$ cat config.mk
export PLATFORM = sky130hd
export DESIGN_NAME = sensor_response_frame_parser
export DESIGN_NICKNAME = d
export VERILOG_FILES = /design/src/hw/rtl/srfp_pkg.sv /design/src/hw/rtl/srfp_front.sv /design/src/hw/rtl/srfp_queue.sv /design/src/hw/rtl/srfp_back.sv /design/src/hw/rtl/sensor_response_frame_parser.sv
export SDC_FILE = /design/constraint.sdc
export NUM_CORES = 1
export LEC_CHECK = 0
export BUFFER_PORTS_ARGS = -buffer_cell sky130_fd_sc_hd__buf_2
export CAP_MARGIN = 20
export CORE_MARGIN = 2
export CORE_UTILIZATION = 38
export CTS_CLUSTER_DIAMETER = 30
export DETAILED_ROUTE_END_ITERATION = 10
export HOLD_SLACK_MARGIN = 0.1
export PLACE_DENSITY = 0.6
export SETUP_SLACK_MARGIN = 0.4
export SKIP_LAST_GASP = 1
export SLEW_MARGIN = 20
export SYNTH_ARGS = -nofsm -noshare
export SYNTH_HDL_FRONTEND = slang
export SYNTH_SLANG_ARGS = --single-unit
$ cat constraint.sdc
create_clock -name clk -period 6 [get_ports clk]
set_input_delay 0.6 -clock clk [delete_from_list [all_inputs] [get_ports clk]]
set_output_delay 0.6 -clock clk [all_outputs]
set_load 0.02 [all_outputs]
$ cat src/hw/rtl/srfp_pkg.sv
// Shared types and constants for the sensor response frame parser.
// Used by every module of the block; depends on nothing.
package srfp_pkg;

  localparam int unsigned MAX_BUFFER_DEF = 50;
  localparam int unsigned MIN_HEADER_DEF = 3;

  localparam logic [7:0] HEADER_RST     = 8'd22;
  localparam logic [7:0] OPEN_CLOSE_RST = 8'd12;
  localparam logic [7:0] PARTICLE_RST   = 8'd11;
  localparam logic [7:0] MASS_RST       = 8'd13;

  localparam logic [7:0] OPEN_ACK_BYTE = 8'h02;
  localparam logic [7:0] MIN_DATA_LEN  = 8'd17;
  localparam logic [7:0] MIN_ACK_LEN   = 8'd2;
  localparam int unsigned POS_W        = 9;
  localparam logic [POS_W-1:0] DATA_FIRST_POS = 9'd3;
  localparam logic [POS_W-1:0] DATA_LAST_POS  = 9'd14;
  localparam logic [POS_W-1:0] LEN_POS        = 9'd1;
  localparam logic [POS_W-1:0] CMD_POS        = 9'd2;
  localparam logic [POS_W-1:0] FIRST_DATA_POS = 9'd3;

  typedef enum logic [1:0] {
    CFG_HEADER     = 2'd0,
    CFG_OPEN_CLOSE = 2'd1,
    CFG_PARTICLE   = 2'd2,
    CFG_MASS       = 2'd3
  } cfg_idx_t;

  typedef enum logic [2:0] {
    ST_OPEN_ACK   = 3'd0,
    ST_OPEN_OTHER = 3'd1,
    ST_PARTICLE   = 3'd2,
    ST_MASS       = 3'd3,
    ST_CS_ERROR   = 3'd4,
    ST_UNKNOWN    = 3'd5
  } status_t;

  typedef struct packed {
    logic       is_header;
    logic [7:0] data;
  } item_t;

  typedef struct packed {
    logic [7:0] open_close_code;
    logic [7:0] particle_code;
    logic [7:0] mass_code;
  } codes_t;

endpackage

$ cat src/hw/rtl/srfp_front.sv
// Front stage: registers each received item and tags it as a header byte or not.
// Depends on srfp_pkg for the queue item type.
module srfp_front (
  input  logic               clk,
  input  logic               rst_n,
  input  logic               in_valid,
  output logic               in_stall,
  input  logic [7:0]         in_rx_byte,
  input  logic [7:0]         header_byte,
  output logic               push,
  output srfp_pkg::item_t    push_item,
  input  logic               q_ready
);

  logic            valid_r, valid_nxt;
  srfp_pkg::item_t item_r;
  logic            take;

  assign push     = valid_r && q_ready;
  assign in_stall = valid_r && !q_ready;
  assign take     = in_valid && !in_stall;
  assign push_item = item_r;

  always_comb begin
    valid_nxt = valid_r;
    if (take) begin
      valid_nxt = 1'b1;
    end else if (push) begin
      valid_nxt = 1'b0;
    end
  end

  always_ff @(posedge clk) begin
    if (!rst_n) begin
      valid_r <= 1'b0;
    end else begin
      valid_r <= valid_nxt;
    end
  end

  always_ff @(posedge clk) begin
    if (take) begin
      item_r.data      <= in_rx_byte;
      item_r.is_header <= (in_rx_byte == header_byte);
    end
  end

endmodule

$ cat src/hw/rtl/srfp_queue.sv
// Two-entry queue of tagged items between the front and back stages.
// Depends on srfp_pkg for the item type.
module srfp_queue (
  input  logic            clk,
  input  logic            rst_n,
  input  logic            push,
  input  srfp_pkg::item_t push_item,
  output logic            q_ready,
  input  logic            pop,
  output logic            q_valid,
  output srfp_pkg::item_t head_item
);

  srfp_pkg::item_t mem_r [2];
  logic            wr_ptr_r, wr_ptr_nxt;
  logic            rd_ptr_r, rd_ptr_nxt;
  logic [1:0]      count_r, count_nxt;

  assign q_ready   = (count_r != 2'd2);
  assign q_valid   = (count_r != 2'd0);
  assign head_item = mem_r[rd_ptr_r];

  always_comb begin
    wr_ptr_nxt = wr_ptr_r;
    rd_ptr_nxt = rd_ptr_r;
    count_nxt  = count_r;
    if (push) begin
      wr_ptr_nxt = ~wr_ptr_r;
    end
    if (pop) begin
      rd_ptr_nxt = ~rd_ptr_r;
    end
    if (push && !pop) begin
      count_nxt = count_r + 2'd1;
    end else if (pop && !push) begin
      count_nxt = count_r - 2'd1;
    end
  end

  always_ff @(posedge clk) begin
    if (!rst_n) begin
      wr_ptr_r <= 1'b0;
      rd_ptr_r <= 1'b0;
      count_r  <= 2'd0;
    end else begin
      wr_ptr_r <= wr_ptr_nxt;
      rd_ptr_r <= rd_ptr_nxt;
      count_r  <= count_nxt;
    end
  end

  always_ff @(posedge clk) begin
    if (push) begin
      mem_r[wr_ptr_r] <= push_item;
    end
  end

  // The front never pushes into a full queue, and the back never pops an empty one.
  a_no_overflow: assert property (@(posedge clk) disable iff (!rst_n)
    push |-> (count_r != 2'd2))
    else $error("queue push while full");

  a_no_underflow: assert property (@(posedge clk) disable iff (!rst_n)
    pop |-> (count_r != 2'd0))
    else $error("queue pop while empty");

endmodule

$ cat src/hw/rtl/srfp_back.sv
// Back stage: walks the frame one item per cycle unless a held result is stalled,
// keeps the checksum and data words, and holds the classified result in an output register. Depends on srfp_pkg.
module srfp_back #(
  parameter int unsigned MAX_BUFFER = srfp_pkg::MAX_BUFFER_DEF,
  parameter int unsigned MIN_HEADER = srfp_pkg::MIN_HEADER_DEF
) (
  input  logic             clk,
  input  logic             rst_n,
  input  logic             q_valid,
  input  srfp_pkg::item_t  head_item,
  output logic             pop,
  input  srfp_pkg::codes_t codes,
  output logic             out_valid,
  input  logic             out_stall,
  output logic [2:0]       out_status,
  output logic [31:0]      out_value_first,
  output logic [31:0]      out_value_second,
  output logic [31:0]      out_value_third
);

  localparam int unsigned CNT_W = $clog2(MAX_BUFFER + 1);
  localparam int unsigned PW    = srfp_pkg::POS_W;

  logic [CNT_W-1:0] byte_cnt_r, byte_cnt_nxt;
  logic [7:0]       len_r, len_nxt;
  logic [7:0]       cmd_r, cmd_nxt;
  logic [7:0]       sum_r, sum_nxt;
  logic [7:0]       first_r, first_nxt;
  logic [31:0]      words_r [3];

  logic             out_valid_r, out_valid_nxt;
  srfp_pkg::status_t status_r, status_nxt;
  logic [31:0]      v1_r, v2_r, v3_r, v1_nxt, v2_nxt, v3_nxt;

  logic [PW-1:0]    pos;
  logic [PW-1:0]    pos_inc;
  logic [PW-1:0]    word_off;
  logic [1:0]       word_idx;
  logic             word_wr;
  logic [7:0]       b;
  logic [7:0]       cmd_eff;
  logic             is_final;
  logic             result;

  assign pop  = q_valid && !(out_valid_r && out_stall);
  assign b    = head_item.data;
  assign pos  = PW'(byte_cnt_r);
  assign pos_inc  = pos + PW'(1);
  assign word_off = pos - srfp_pkg::DATA_FIRST_POS;
  assign word_idx = word_off[3:2];
  assign cmd_eff  = (pos == srfp_pkg::CMD_POS) ? b : cmd_r;

  assign is_final = (pos >= srfp_pkg::CMD_POS) && (pos_inc >= PW'(MIN_HEADER)) &&
                    (pos == {1'b0, len_r} + PW'(2)) &&
                    ({1'b0, len_r} + PW'(3) <= PW'(MAX_BUFFER));
  assign result   = pop && (byte_cnt_r != '0) && is_final;
  assign word_wr  = pop && (byte_cnt_r != '0) && !is_final &&
                    (pos >= srfp_pkg::DATA_FIRST_POS) && (pos <= srfp_pkg::DATA_LAST_POS);

  always_comb begin
    byte_cnt_nxt = byte_cnt_r;
    len_nxt      = len_r;
    cmd_nxt      = cmd_r;
    sum_nxt      = sum_r;
    first_nxt    = first_r;
    if (pop) begin
      if (byte_cnt_r == '0) begin
        if (head_item.is_header) begin
          sum_nxt      = b;
          byte_cnt_nxt = CNT_W'(1);
        end
      end else if (is_final) begin
        cmd_nxt      = cmd_eff;
        byte_cnt_nxt = '0;
      end else begin
        sum_nxt = sum_r + b;
        if (pos == srfp_pkg::LEN_POS) begin
          len_nxt = b;
        end
        if (pos == srfp_pkg::CMD_POS) begin
          cmd_nxt = b;
        end
        if (pos == srfp_pkg::FIRST_DATA_POS) begin
          first_nxt = b;
        end
        if (pos_inc > PW'(MAX_BUFFER)) begin
          byte_cnt_nxt = '0;
        end else begin
          byte_cnt_nxt = CNT_W'(pos_inc);
        end
      end
    end
  end

  always_comb begin
    status_nxt = srfp_pkg::ST_UNKNOWN;
    v1_nxt     = '0;
    v2_nxt     = '0;
    v3_nxt     = '0;
    if ((8'd0 - sum_r) != b) begin
      status_nxt = srfp_pkg::ST_CS_ERROR;
    end else if (cmd_eff == codes.open_close_code) begin
      if ((len_r >= srfp_pkg::MIN_ACK_LEN) && (first_r == srfp_pkg::OPEN_ACK_BYTE)) begin
        status_nxt = srfp_pkg::ST_OPEN_ACK;
      end else begin
        status_nxt = srfp_pkg::ST_OPEN_OTHER;
      end
    end else if ((cmd_eff == codes.particle_code) && (len_r >= srfp_pkg::MIN_DATA_LEN)) begin
      status_nxt = srfp_pkg::ST_PARTICLE;
      v1_nxt     = words_r[0];
      v2_nxt     = words_r[1];
      v3_nxt     = words_r[2];
    end else if ((cmd_eff == codes.mass_code) && (len_r >= srfp_pkg::MIN_DATA_LEN)) begin
      status_nxt = srfp_pkg::ST_MASS;
      v1_nxt     = words_r[0];
      v2_nxt     = words_r[1];
    end
  end

  always_comb begin
    out_valid_nxt = out_valid_r;
    if (result) begin
      out_valid_nxt = 1'b1;
    end else if (!out_stall) begin
      out_valid_nxt = 1'b0;
    end
  end

  always_ff @(posedge clk) begin
    if (!rst_n) begin
      byte_cnt_r  <= '0;
      len_r       <= '0;
      cmd_r       <= '0;
      sum_r       <= '0;
      first_r     <= '0;
      out_valid_r <= 1'b0;
    end else begin
      byte_cnt_r  <= byte_cnt_nxt;
      len_r       <= len_nxt;
      cmd_r       <= cmd_nxt;
      sum_r       <= sum_nxt;
      first_r     <= first_nxt;
      out_valid_r <= out_valid_nxt;
    end
  end

  always_ff @(posedge clk) begin
    if (word_wr) begin
      words_r[word_idx] <= {words_r[word_idx][23:0], b};
    end
    if (result) begin
      status_r <= status_nxt;
      v1_r     <= v1_nxt;
      v2_r     <= v2_nxt;
      v3_r     <= v3_nxt;
    end
  end

  assign out_valid        = out_valid_r;
  assign out_status       = status_r;
  assign out_value_first  = v1_r;
  assign out_value_second = v2_r;
  assign out_value_third  = v3_r;

  // A held result is never overwritten, the count stays within the buffer limit,
  // and only a particle result carries a third value.
  a_no_overwrite: assert property (@(posedge clk) disable iff (!rst_n)
    (out_valid_r && out_stall) |-> !result)
    else $error("result register overwritten while stalled");

  a_cnt_bound: assert property (@(posedge clk) disable iff (!rst_n)
    byte_cnt_r <= CNT_W'(MAX_BUFFER))
    else $error("byte count above buffer limit");

  a_third_zero: assert property (@(posedge clk) disable iff (!rst_n)
    (out_valid_r && (status_r != srfp_pkg::ST_PARTICLE)) |-> (v3_r == 32'd0))
    else $error("third value set on a non-particle result");

endmodule

$ cat src/hw/rtl/sensor_response_frame_parser.sv
// Sensor response frame parser: finds header-led frames in a received byte stream,
// checks the two's-complement checksum and reports one classified result per frame.
// Depends on srfp_pkg, srfp_front, srfp_queue and srfp_back.
//
// Usage: the input channel (in_valid, in_stall, in_rx_byte) carries one received byte
// per item. The result channel (out_valid, out_stall, out_status, out_value_*) carries
// one item per complete frame; frames that fail the buffer limit give none. The
// configuration port (cfg_wr_en, cfg_index, cfg_wdata) writes the header byte and the
// three command codes; write it only while the block is idle.
// Throughput is one byte per cycle while no stalled result holds the parser in the back stage.
// The checksum byte of a frame passes from the front register through the queue to the
// parser, which loads the result into the output register that drives out_valid.
// When the receiver stalls, the result holds in the output register, the queue fills
// and in_stall rises once the front register has nowhere to go.
// Reset (rst_n low at a clock edge) restores the register defaults, empties the queue
// and returns the parser to hunting for a header byte.
module sensor_response_frame_parser #(
  parameter int unsigned MAX_BUFFER = srfp_pkg::MAX_BUFFER_DEF,
  parameter int unsigned MIN_HEADER = srfp_pkg::MIN_HEADER_DEF
) (
  input  logic        clk,
  input  logic        rst_n,
  input  logic        in_valid,
  output logic        in_stall,
  input  logic [7:0]  in_rx_byte,
  output logic        out_valid,
  input  logic        out_stall,
  output logic [2:0]  out_status,
  output logic [31:0] out_value_first,
  output logic [31:0] out_value_second,
  output logic [31:0] out_value_third,
  input  logic        cfg_wr_en,
  input  logic [1:0]  cfg_index,
  input  logic [7:0]  cfg_wdata
);

  logic [7:0]       header_r;
  srfp_pkg::codes_t codes_r;

  logic             push;
  srfp_pkg::item_t  push_item;
  logic             q_ready;
  logic             q_valid;
  logic             pop;
  srfp_pkg::item_t  head_item;

  always_ff @(posedge clk) begin
    if (!rst_n) begin
      header_r                <= srfp_pkg::HEADER_RST;
      codes_r.open_close_code <= srfp_pkg::OPEN_CLOSE_RST;
      codes_r.particle_code   <= srfp_pkg::PARTICLE_RST;
      codes_r.mass_code       <= srfp_pkg::MASS_RST;
    end else if (cfg_wr_en) begin
      case (srfp_pkg::cfg_idx_t'(cfg_index))
        srfp_pkg::CFG_HEADER:     header_r                <= cfg_wdata;
        srfp_pkg::CFG_OPEN_CLOSE: codes_r.open_close_code <= cfg_wdata;
        srfp_pkg::CFG_PARTICLE:   codes_r.particle_code   <= cfg_wdata;
        srfp_pkg::CFG_MASS:       codes_r.mass_code       <= cfg_wdata;
        default: ;
      endcase
    end
  end

  srfp_front u_front (
    .clk        (clk),
    .rst_n      (rst_n),
    .in_valid   (in_valid),
    .in_stall   (in_stall),
    .in_rx_byte (in_rx_byte),
    .header_byte(header_r),
    .push       (push),
    .push_item  (push_item),
    .q_ready    (q_ready)
  );

  srfp_queue u_queue (
    .clk      (clk),
    .rst_n    (rst_n),
    .push     (push),
    .push_item(push_item),
    .q_ready  (q_ready),
    .pop      (pop),
    .q_valid  (q_valid),
    .head_item(head_item)
  );

  srfp_back #(
    .MAX_BUFFER(MAX_BUFFER),
    .MIN_HEADER(MIN_HEADER)
  ) u_back (
    .clk             (clk),
    .rst_n           (rst_n),
    .q_valid         (q_valid),
    .head_item       (head_item),
    .pop             (pop),
    .codes           (codes_r),
    .out_valid       (out_valid),
    .out_stall       (out_stall),
    .out_status      (out_status),
    .out_value_first (out_value_first),
    .out_value_second(out_value_second),
    .out_value_third (out_value_third)
  );

endmodule

==> impl_results.md, run 1 <==
* Outcome: finished clean
* N_diodes at 0
* Post-CTS sizing at 0
* Port bufs at ~120
* Aggregate routed wire length at between 30 and 40 mm
* Critical path launch point type: register
* Cell Area, Synth at ~0.014 mm^2
* Die height at approximately 200 um
* Unrepaired setup endpoints after global routing: no
* Synth Instances at approximately 1100
* YS warnings at 0
* Setup TNS at 0 ns
* Worst Max-Slew Pin Slew at between 0.9 and 1 ns
* CP Class: register to register
* Vias in the first global route at ~9100
* Syn nets at 1107
* Tightest Hold Check Type: primary input to register
* Largest area contributor in the netlist: edfxtp_1
* Fin nets at 1260
* Clock Tree Buf Depth at 3
* Top FF cell, synth: edfxtp_1
* DRT antenna net count at 0
* CTS Buf Count at 70
* Post-CTS setup buffers at 0
* Post-synth ARST share at 0%
* Skew-Pair Late Insertion Delay at 0.57 ns
* Crit path DAT at between 4 and 5 ns
* Final Skew at between 0.03 and 0.04 ns
* Synth top area cells: edfxtp_1, dfxtp_1, and2_1
* WHS Path Cells at 1
* WL met3 at ~2.0 mm
* Depth of the most critical reg-to-reg path at 8
* Initial antenna violation count at 0
* FF+latch count, synth at approximately 320
* Crit path time final at around 4.3 ns
* Flop2flop setup slack at between 1.5 and 2 ns
* Worst-path clk slew at ~0.050 ns
* Final hold violation count at 0
* RD Place Congestion at roughly 0.90
* Non-filler cells in the finished layout at around 1700
* Metal-1 WL at 14.2 mm
* Yosys cell types at 71
* CP Capture Type: register
* Placed cells at 1612
* Pin count of the biggest net entering global routing at 66
* Post-synthesis sequential area ratio at roughly 64%
* DRC Markers at 0
* WL per Instance at 18.0 um
* Iter 0 DRT Violations at roughly 760
* Total GRT Usage at ~17%
* Final period utilization at 71.3%
* # IOs at between 100 and 150
* Num Clock Sinks at 323
* Highest routed layer: met4
* Most common cell in the netlist: edfxtp_1
* Max Slew Vio Count at 0
* Starting Density at 38.3%
* Share of layout cells above drive strength 1 at 23.7%
* Slew HR at about a third
* Synth top area share at ~53%
* Die width at 195 um
* Mean Syn Cell Area at about 13 um^2
* Met2 wire len at around 14 mm
* Global-route wire length before repair at 49.8 mm
* CTS tree: built
* Power Density at between 400 and 500 mW/mm^2
* Core area at around 0.036 mm^2
* Layout area overhead at 25.9%
* H-Tree Depth at 3
* Leak at ~6.8 nW
* Number of flops mapped to enable cells by yosys at around 250
* DR vias at around 9000
* Clk root buf: clkbuf_16
* Final setup vio count at 0
* Total global routing overflow at 0
* Placed wire-length estimate at about 20 mm
* Hold Buf Count CTS at 0
* Fmax achieved at 234 MHz
* Worst IR Drop VDD at 0.285 mV
* Die area at around 0.038 mm^2
* Required @ worst endpoint at around 6.4 ns
* Synth top cells by count: edfxtp_1, and2_1, dfxtp_1
* Max-Cap Viols at 0
* Vias per cell at 5.20
* FP Rows at 70
* Drt pass-1 iters at 5
* Crit-path max FO at 65
## cell type report
type | count | area (um^2)
fill | 3136 | 18800
sequential | 323 | 8930
multi-input combinational | 638 | 4640
clock buffer | 89 | 1920
timing repair buffer | 144 | 773
tap | 468 | 586
clock inverter | 41 | 544
inverter | 39 | 149
## path summary, 6_finish.rpt
| path | from | to |
|---|---|---|
| setup reg to reg | register | u_back.out_value_second[20]$_SDFFCE_PP0P_ |
| hold / removal | in_rx_byte[0] | u_front.push_item[0]$_DFFE_PP_ |
| hold reg to reg | u_front.push_item[7]$_DFFE_PP_ | u_queue.mem_r[0][7]$_DFFE_PP_ |
| setup / recovery | register | u_back.out_value_second[20]$_SDFFCE_PP0P_ |
## cells by family (layout without fill, tap and decap cells)
| group | after synthesis | after routing | synth area share (%) |
|---|---|---|---|
| XOR/XNOR | 42 | 42 | 2.64 |
| AO/OA/AOI/OAI | 180 | 180 | 8.82 |
| adder cells (fa/ha/maj) | 21 | 21 | 1.94 |
| buffers and inverters | 102 | 313 | 3.00 |
| AND/OR/NAND/NOR | 335 | 335 | 12.9 |
| flip-flops | 323 | 323 | 64.1 |
| multiplexers | 60 | 60 | 6.60 |
## cells in the final DEF, fill, tap and decap left out, types with 10 or more instances in the layout
cell type	n
edfxtp_1	246
buf_2	123
and2_1	99
dfxtp_1	77
clkbuf_16	72
nand2_1	66
a21oi_1	54
nor2_1	52
inv_1	38
mux2i_1	32
xnor2_1	28
o21ai_0	27
nand3_1	27
mux4_2	24
buf_4	21
ha_1	20
nor3_1	19
a311oi_1	17
a211oi_1	13
xor2_1	12
nor2b_1	12
clkbuf_1	12
o211ai_1	11
nor4_1	10
## where the power goes
part	internal (mW)	total (mW)	switching, mW	leakage (nW)
combinational	0.305	0.766	0.460	2.49
sequential	2.48	2.56	0.0811	3.10
clock	2.67	3.90	1.23	1.19
total	5.45	7.23	1.78	6.78
## metrics by stage
| stage | total power, mW | util (%) | setup slack [ns] | cell area, um^2 | hold WS [ns] |
|---|---|---|---|---|---|
| floorplan | 3.13 | - | 0.446 | 13900 | 0.421 |
| global placement | 3.35 | 41.5 | 1.84 | 15100 | 0.426 |
| global route | 7.51 | 48.3 | 1.48 | 17500 | 0.223 |
| finish | 7.23 | 48.3 | 1.72 | 17500 | 0.245 |
| CTS | 7.30 | 48.3 | 1.70 | 17500 | 0.216 |
| detailed placement | 3.36 | 41.5 | 1.72 | 15100 | 0.434 |
## critical path, stage by stage (launching register included)
cell	delay, ns
dfxtp_1	0.69
mux2i_1	0.79
inv_1	0.36
ha_1	0.41
or4_1	0.51
or3_1	0.44
a211oi_4	0.19
buf_4	0.50
and2_1	0.23
## sequential cells by signal, summed over array words and instances, names as in the netlist, 9 cells and up, named ones only
| register | count |
|---|---|
| u_back.out_value_second | 32 |
| u_queue.mem_r | 18 |
| u_back.out_value_third | 32 |
| u_back.words_r | 120 |
| codes_r | 24 |
| u_back.out_value_first | 32 |
| u_front.push_item | 9 |
## routing by layer
layer | track usage, % | up-vias
li1 | - | 4310
met1 | 22.2 | 4359
met2 | 26.4 | 318
met3 | 4.18 | 71
met4 | 6.39 | 0
met5 | 0 | -
No activity file was read; power rests on OpenSTA's default activity.
==> inputs of run 2 (changes only) <==
==> constraint.sdc (replaced) <==
create_clock -name clk -period 4.2 [get_ports clk]
set_input_delay 0.42 -clock clk [delete_from_list [all_inputs] [get_ports clk]]
set_output_delay 0.42 -clock clk [all_outputs]
set_load 0.02 [all_outputs]
==> run 2 against run 1 <==
Sequential power grew 43%. Maximum frequency grew 24%. Sequential cell count is the same. Setup slack lost 0.98 ns. Non-clock buffer count grew 29. Critical path depth is the same. Die area is the same. Final cell count grew 1.5%. Register-to-register slack lost 0.98 ns. Wire length grew 2.9%. Clock power grew 44%. Critical path type unchanged. Critical endpoint is now u_back.out_status[0]$_SDFFCE_PP0P_.
==> impl_results.md, run 2 (same netlist as run 1, synthesis figures left out) <==
* WHS Path Cells at 3
* Total GRT Usage at between 10% and 20%
* Worst IR Drop VDD at between 0.3 and 0.4 mV
* Reg-to-reg critical path startpoint: u_back.byte_cnt_r[5]$_SDFFE_PN0P_
* Reg2Reg Capture Point: u_back.out_status[0]$_SDFFCE_PP0P_
* Critical Path Source: u_back.byte_cnt_r[5]$_SDFFE_PN0P_
* Core area at ~0.036 mm^2
* # IOs at roughly 120
* Fill count at around 3100
* Worst-path clk slew at 0.05 ns
* Die width at 195 um
* Final setup vio count at 0
* Die height at 195 um
* Max Slew Vio Count at 0
* DR vias at a little over 9000
* Top reg by flops: u_back.words_r
* Slew HR at roughly a third
* FP Rows at 70
* Tightest Hold Check Type: primary input to register
* Final Skew at between 0.02 and 0.03 ns
* Crit path time final at between 3 and 4 ns
* CTS tree: built
* Clock Tree Buf Depth at 3
* Global-route wire length before repair at between 50 and 60 mm
* Flop2flop setup slack at 0.74 ns
* Post-layout util at 49.3%
* Power Density at just under 600 mW/mm^2
* Depth of the most critical reg-to-reg path at 8
* Total global routing overflow at 0
* Crit-path max FO at 17
* WL per Instance at around 18 um
* Placed wire-length estimate at roughly 21 mm
* DRT antenna net count at 0
* Aggregate routed wire length at approximately 32 mm
* Starting Density at 38.3%
* Final hold slack at 0.131 ns
* Crit path DAT at 3.75 ns
* Num Clock Sinks at 323
* DRC Markers at 0
* Share of layout cells above drive strength 1 at ~25%
* Pin count of the biggest net entering global routing at between 60 and 70
* CTS Buf Count at between 60 and 70
* Commonest cells after routing, fill and taps aside: edfxtp_1, buf_2, and2_1
* Layout area overhead at 28.7%
* Worst Setup EP: u_back.out_status[0]$_SDFFCE_PP0P_
* Iter 0 DRT Violations at approximately 650
* Critical path launch point type: register
* Vias per cell at between 5 and 6
* Placed cell area at 0.0153 mm^2
* Initial antenna violation count at 0
* N_diodes at 0
* Unrepaired setup endpoints after global routing: no
* Most common cell after layout, fill and taps aside: edfxtp_1
* Required @ worst endpoint at ~4.5 ns
* Skew-Pair Late Insertion Delay at 0.58 ns
* Final period utilization at between 80% and 90%
* Fmax achieved at 289 MHz
* Die area at 0.0382 mm^2
* RD Place Congestion at 0.900
* Leak at 6.92 nW
* Drt pass-1 iters at 5
* Worst Max-Slew Pin Slew at 0.975 ns
* Vias in the first global route at just over 9000
* H-Tree Depth at 3
* CP Class: register to register
* Final hold violation count at 0
* Fin nets at between 1000 and 1500
* Clk root buf: clkbuf_16
* CP Capture Type: register
* Max-Cap Viols at 0
* Outcome: finished clean
* Number of flip-flops in the largest register at 120
* Port bufs at ~120
* Fin area at 0.0179 mm^2
[run 2: layer usage]
| layer | vias up | global-route usage (%) | share of wire [%] | wire (um) |
|---|---|---|---|---|
| met5 | - | 0 | 0 | 0 |
| met4 | 0 | 5.97 | 1.8 | 573 |
| met3 | 51 | 3.82 | 5.7 | 1840 |
| met2 | 275 | 27.3 | 47 | 15200 |
| met1 | 4423 | 22.9 | 45 | 14600 |
| li1 | 4354 | - | - | - |
[run 2: report_power, final]
| part | switching, mW | total [mW] | internal, mW |
|---|---|---|---|
| clock | 1.82 | 5.61 | 3.79 |
| combinational | 0.681 | 1.15 | 0.466 |
| sequential | 0.108 | 3.65 | 3.54 |
[run 2: cell type report]
cell class                      count  area [um^2]  share of cell area, %
Inverter                           39          150                  0.837
Multi-Input combinational cell    638         4680                   26.1
Sequential cell                   323         8930                   49.8
Clock inverter                     43          652                   3.64
Tap cell                          468          586                   3.27
Clock buffer                       84         1840                   10.2
Timing Repair Buffer              173         1100                   6.14
[run 2: critical path, cell delays in order, from the launching register on]
cell      delay, ns
dfxtp_1        0.33
buf_4          0.22
or4_4          0.68
nor2_4         0.35
o21ai_0        0.28
a211oi_1       0.28
and4b_1        0.46
nor2_1         0.07
a211oi_1       0.49
[run 2: worst min-delay path by stage]
stage,start,endpoint,slack [ns]
3_3_place_gp,u_front.push_item[3]$_DFFE_PP_,u_queue.mem_r[1][3]$_DFFE_PP_,0.42
2_1_floorplan,u_front.push_item[0]$_DFFE_PP_,u_queue.mem_r[0][0]$_DFFE_PP_,0.42
4_1_cts,cfg_wdata[7],codes_r[15]$_SDFFE_PN0P_,0.12
6_report,cfg_wdata[7],codes_r[15]$_SDFFE_PN0P_,0.13
5_1_grt,cfg_wdata[5],codes_r[13]$_SDFFE_PN0P_,0.13
3_5_place_dp,u_front.push_item[0]$_DFFE_PP_,u_queue.mem_r[0][0]$_DFFE_PP_,0.44
[run 2: timing repair]
action,CTS,global route
hold buffers,9,0
gates resized for setup,0,0
hold endpoints to repair,9,0
buffers inserted,0,5
setup endpoints to repair,0,52
[run 2: through the flow]
stage               TNS (ns)  worst slack, ns  power [mW]  cells
floorplan              -4.49          -0.0468        4.48   1063
global placement           0            0.701        4.82   1627
detailed placement         0            0.718        4.84   1627
CTS                        0            0.702        10.5   1763
global route               0            0.512        10.8   1768
finish                     0            0.736        10.4   1768
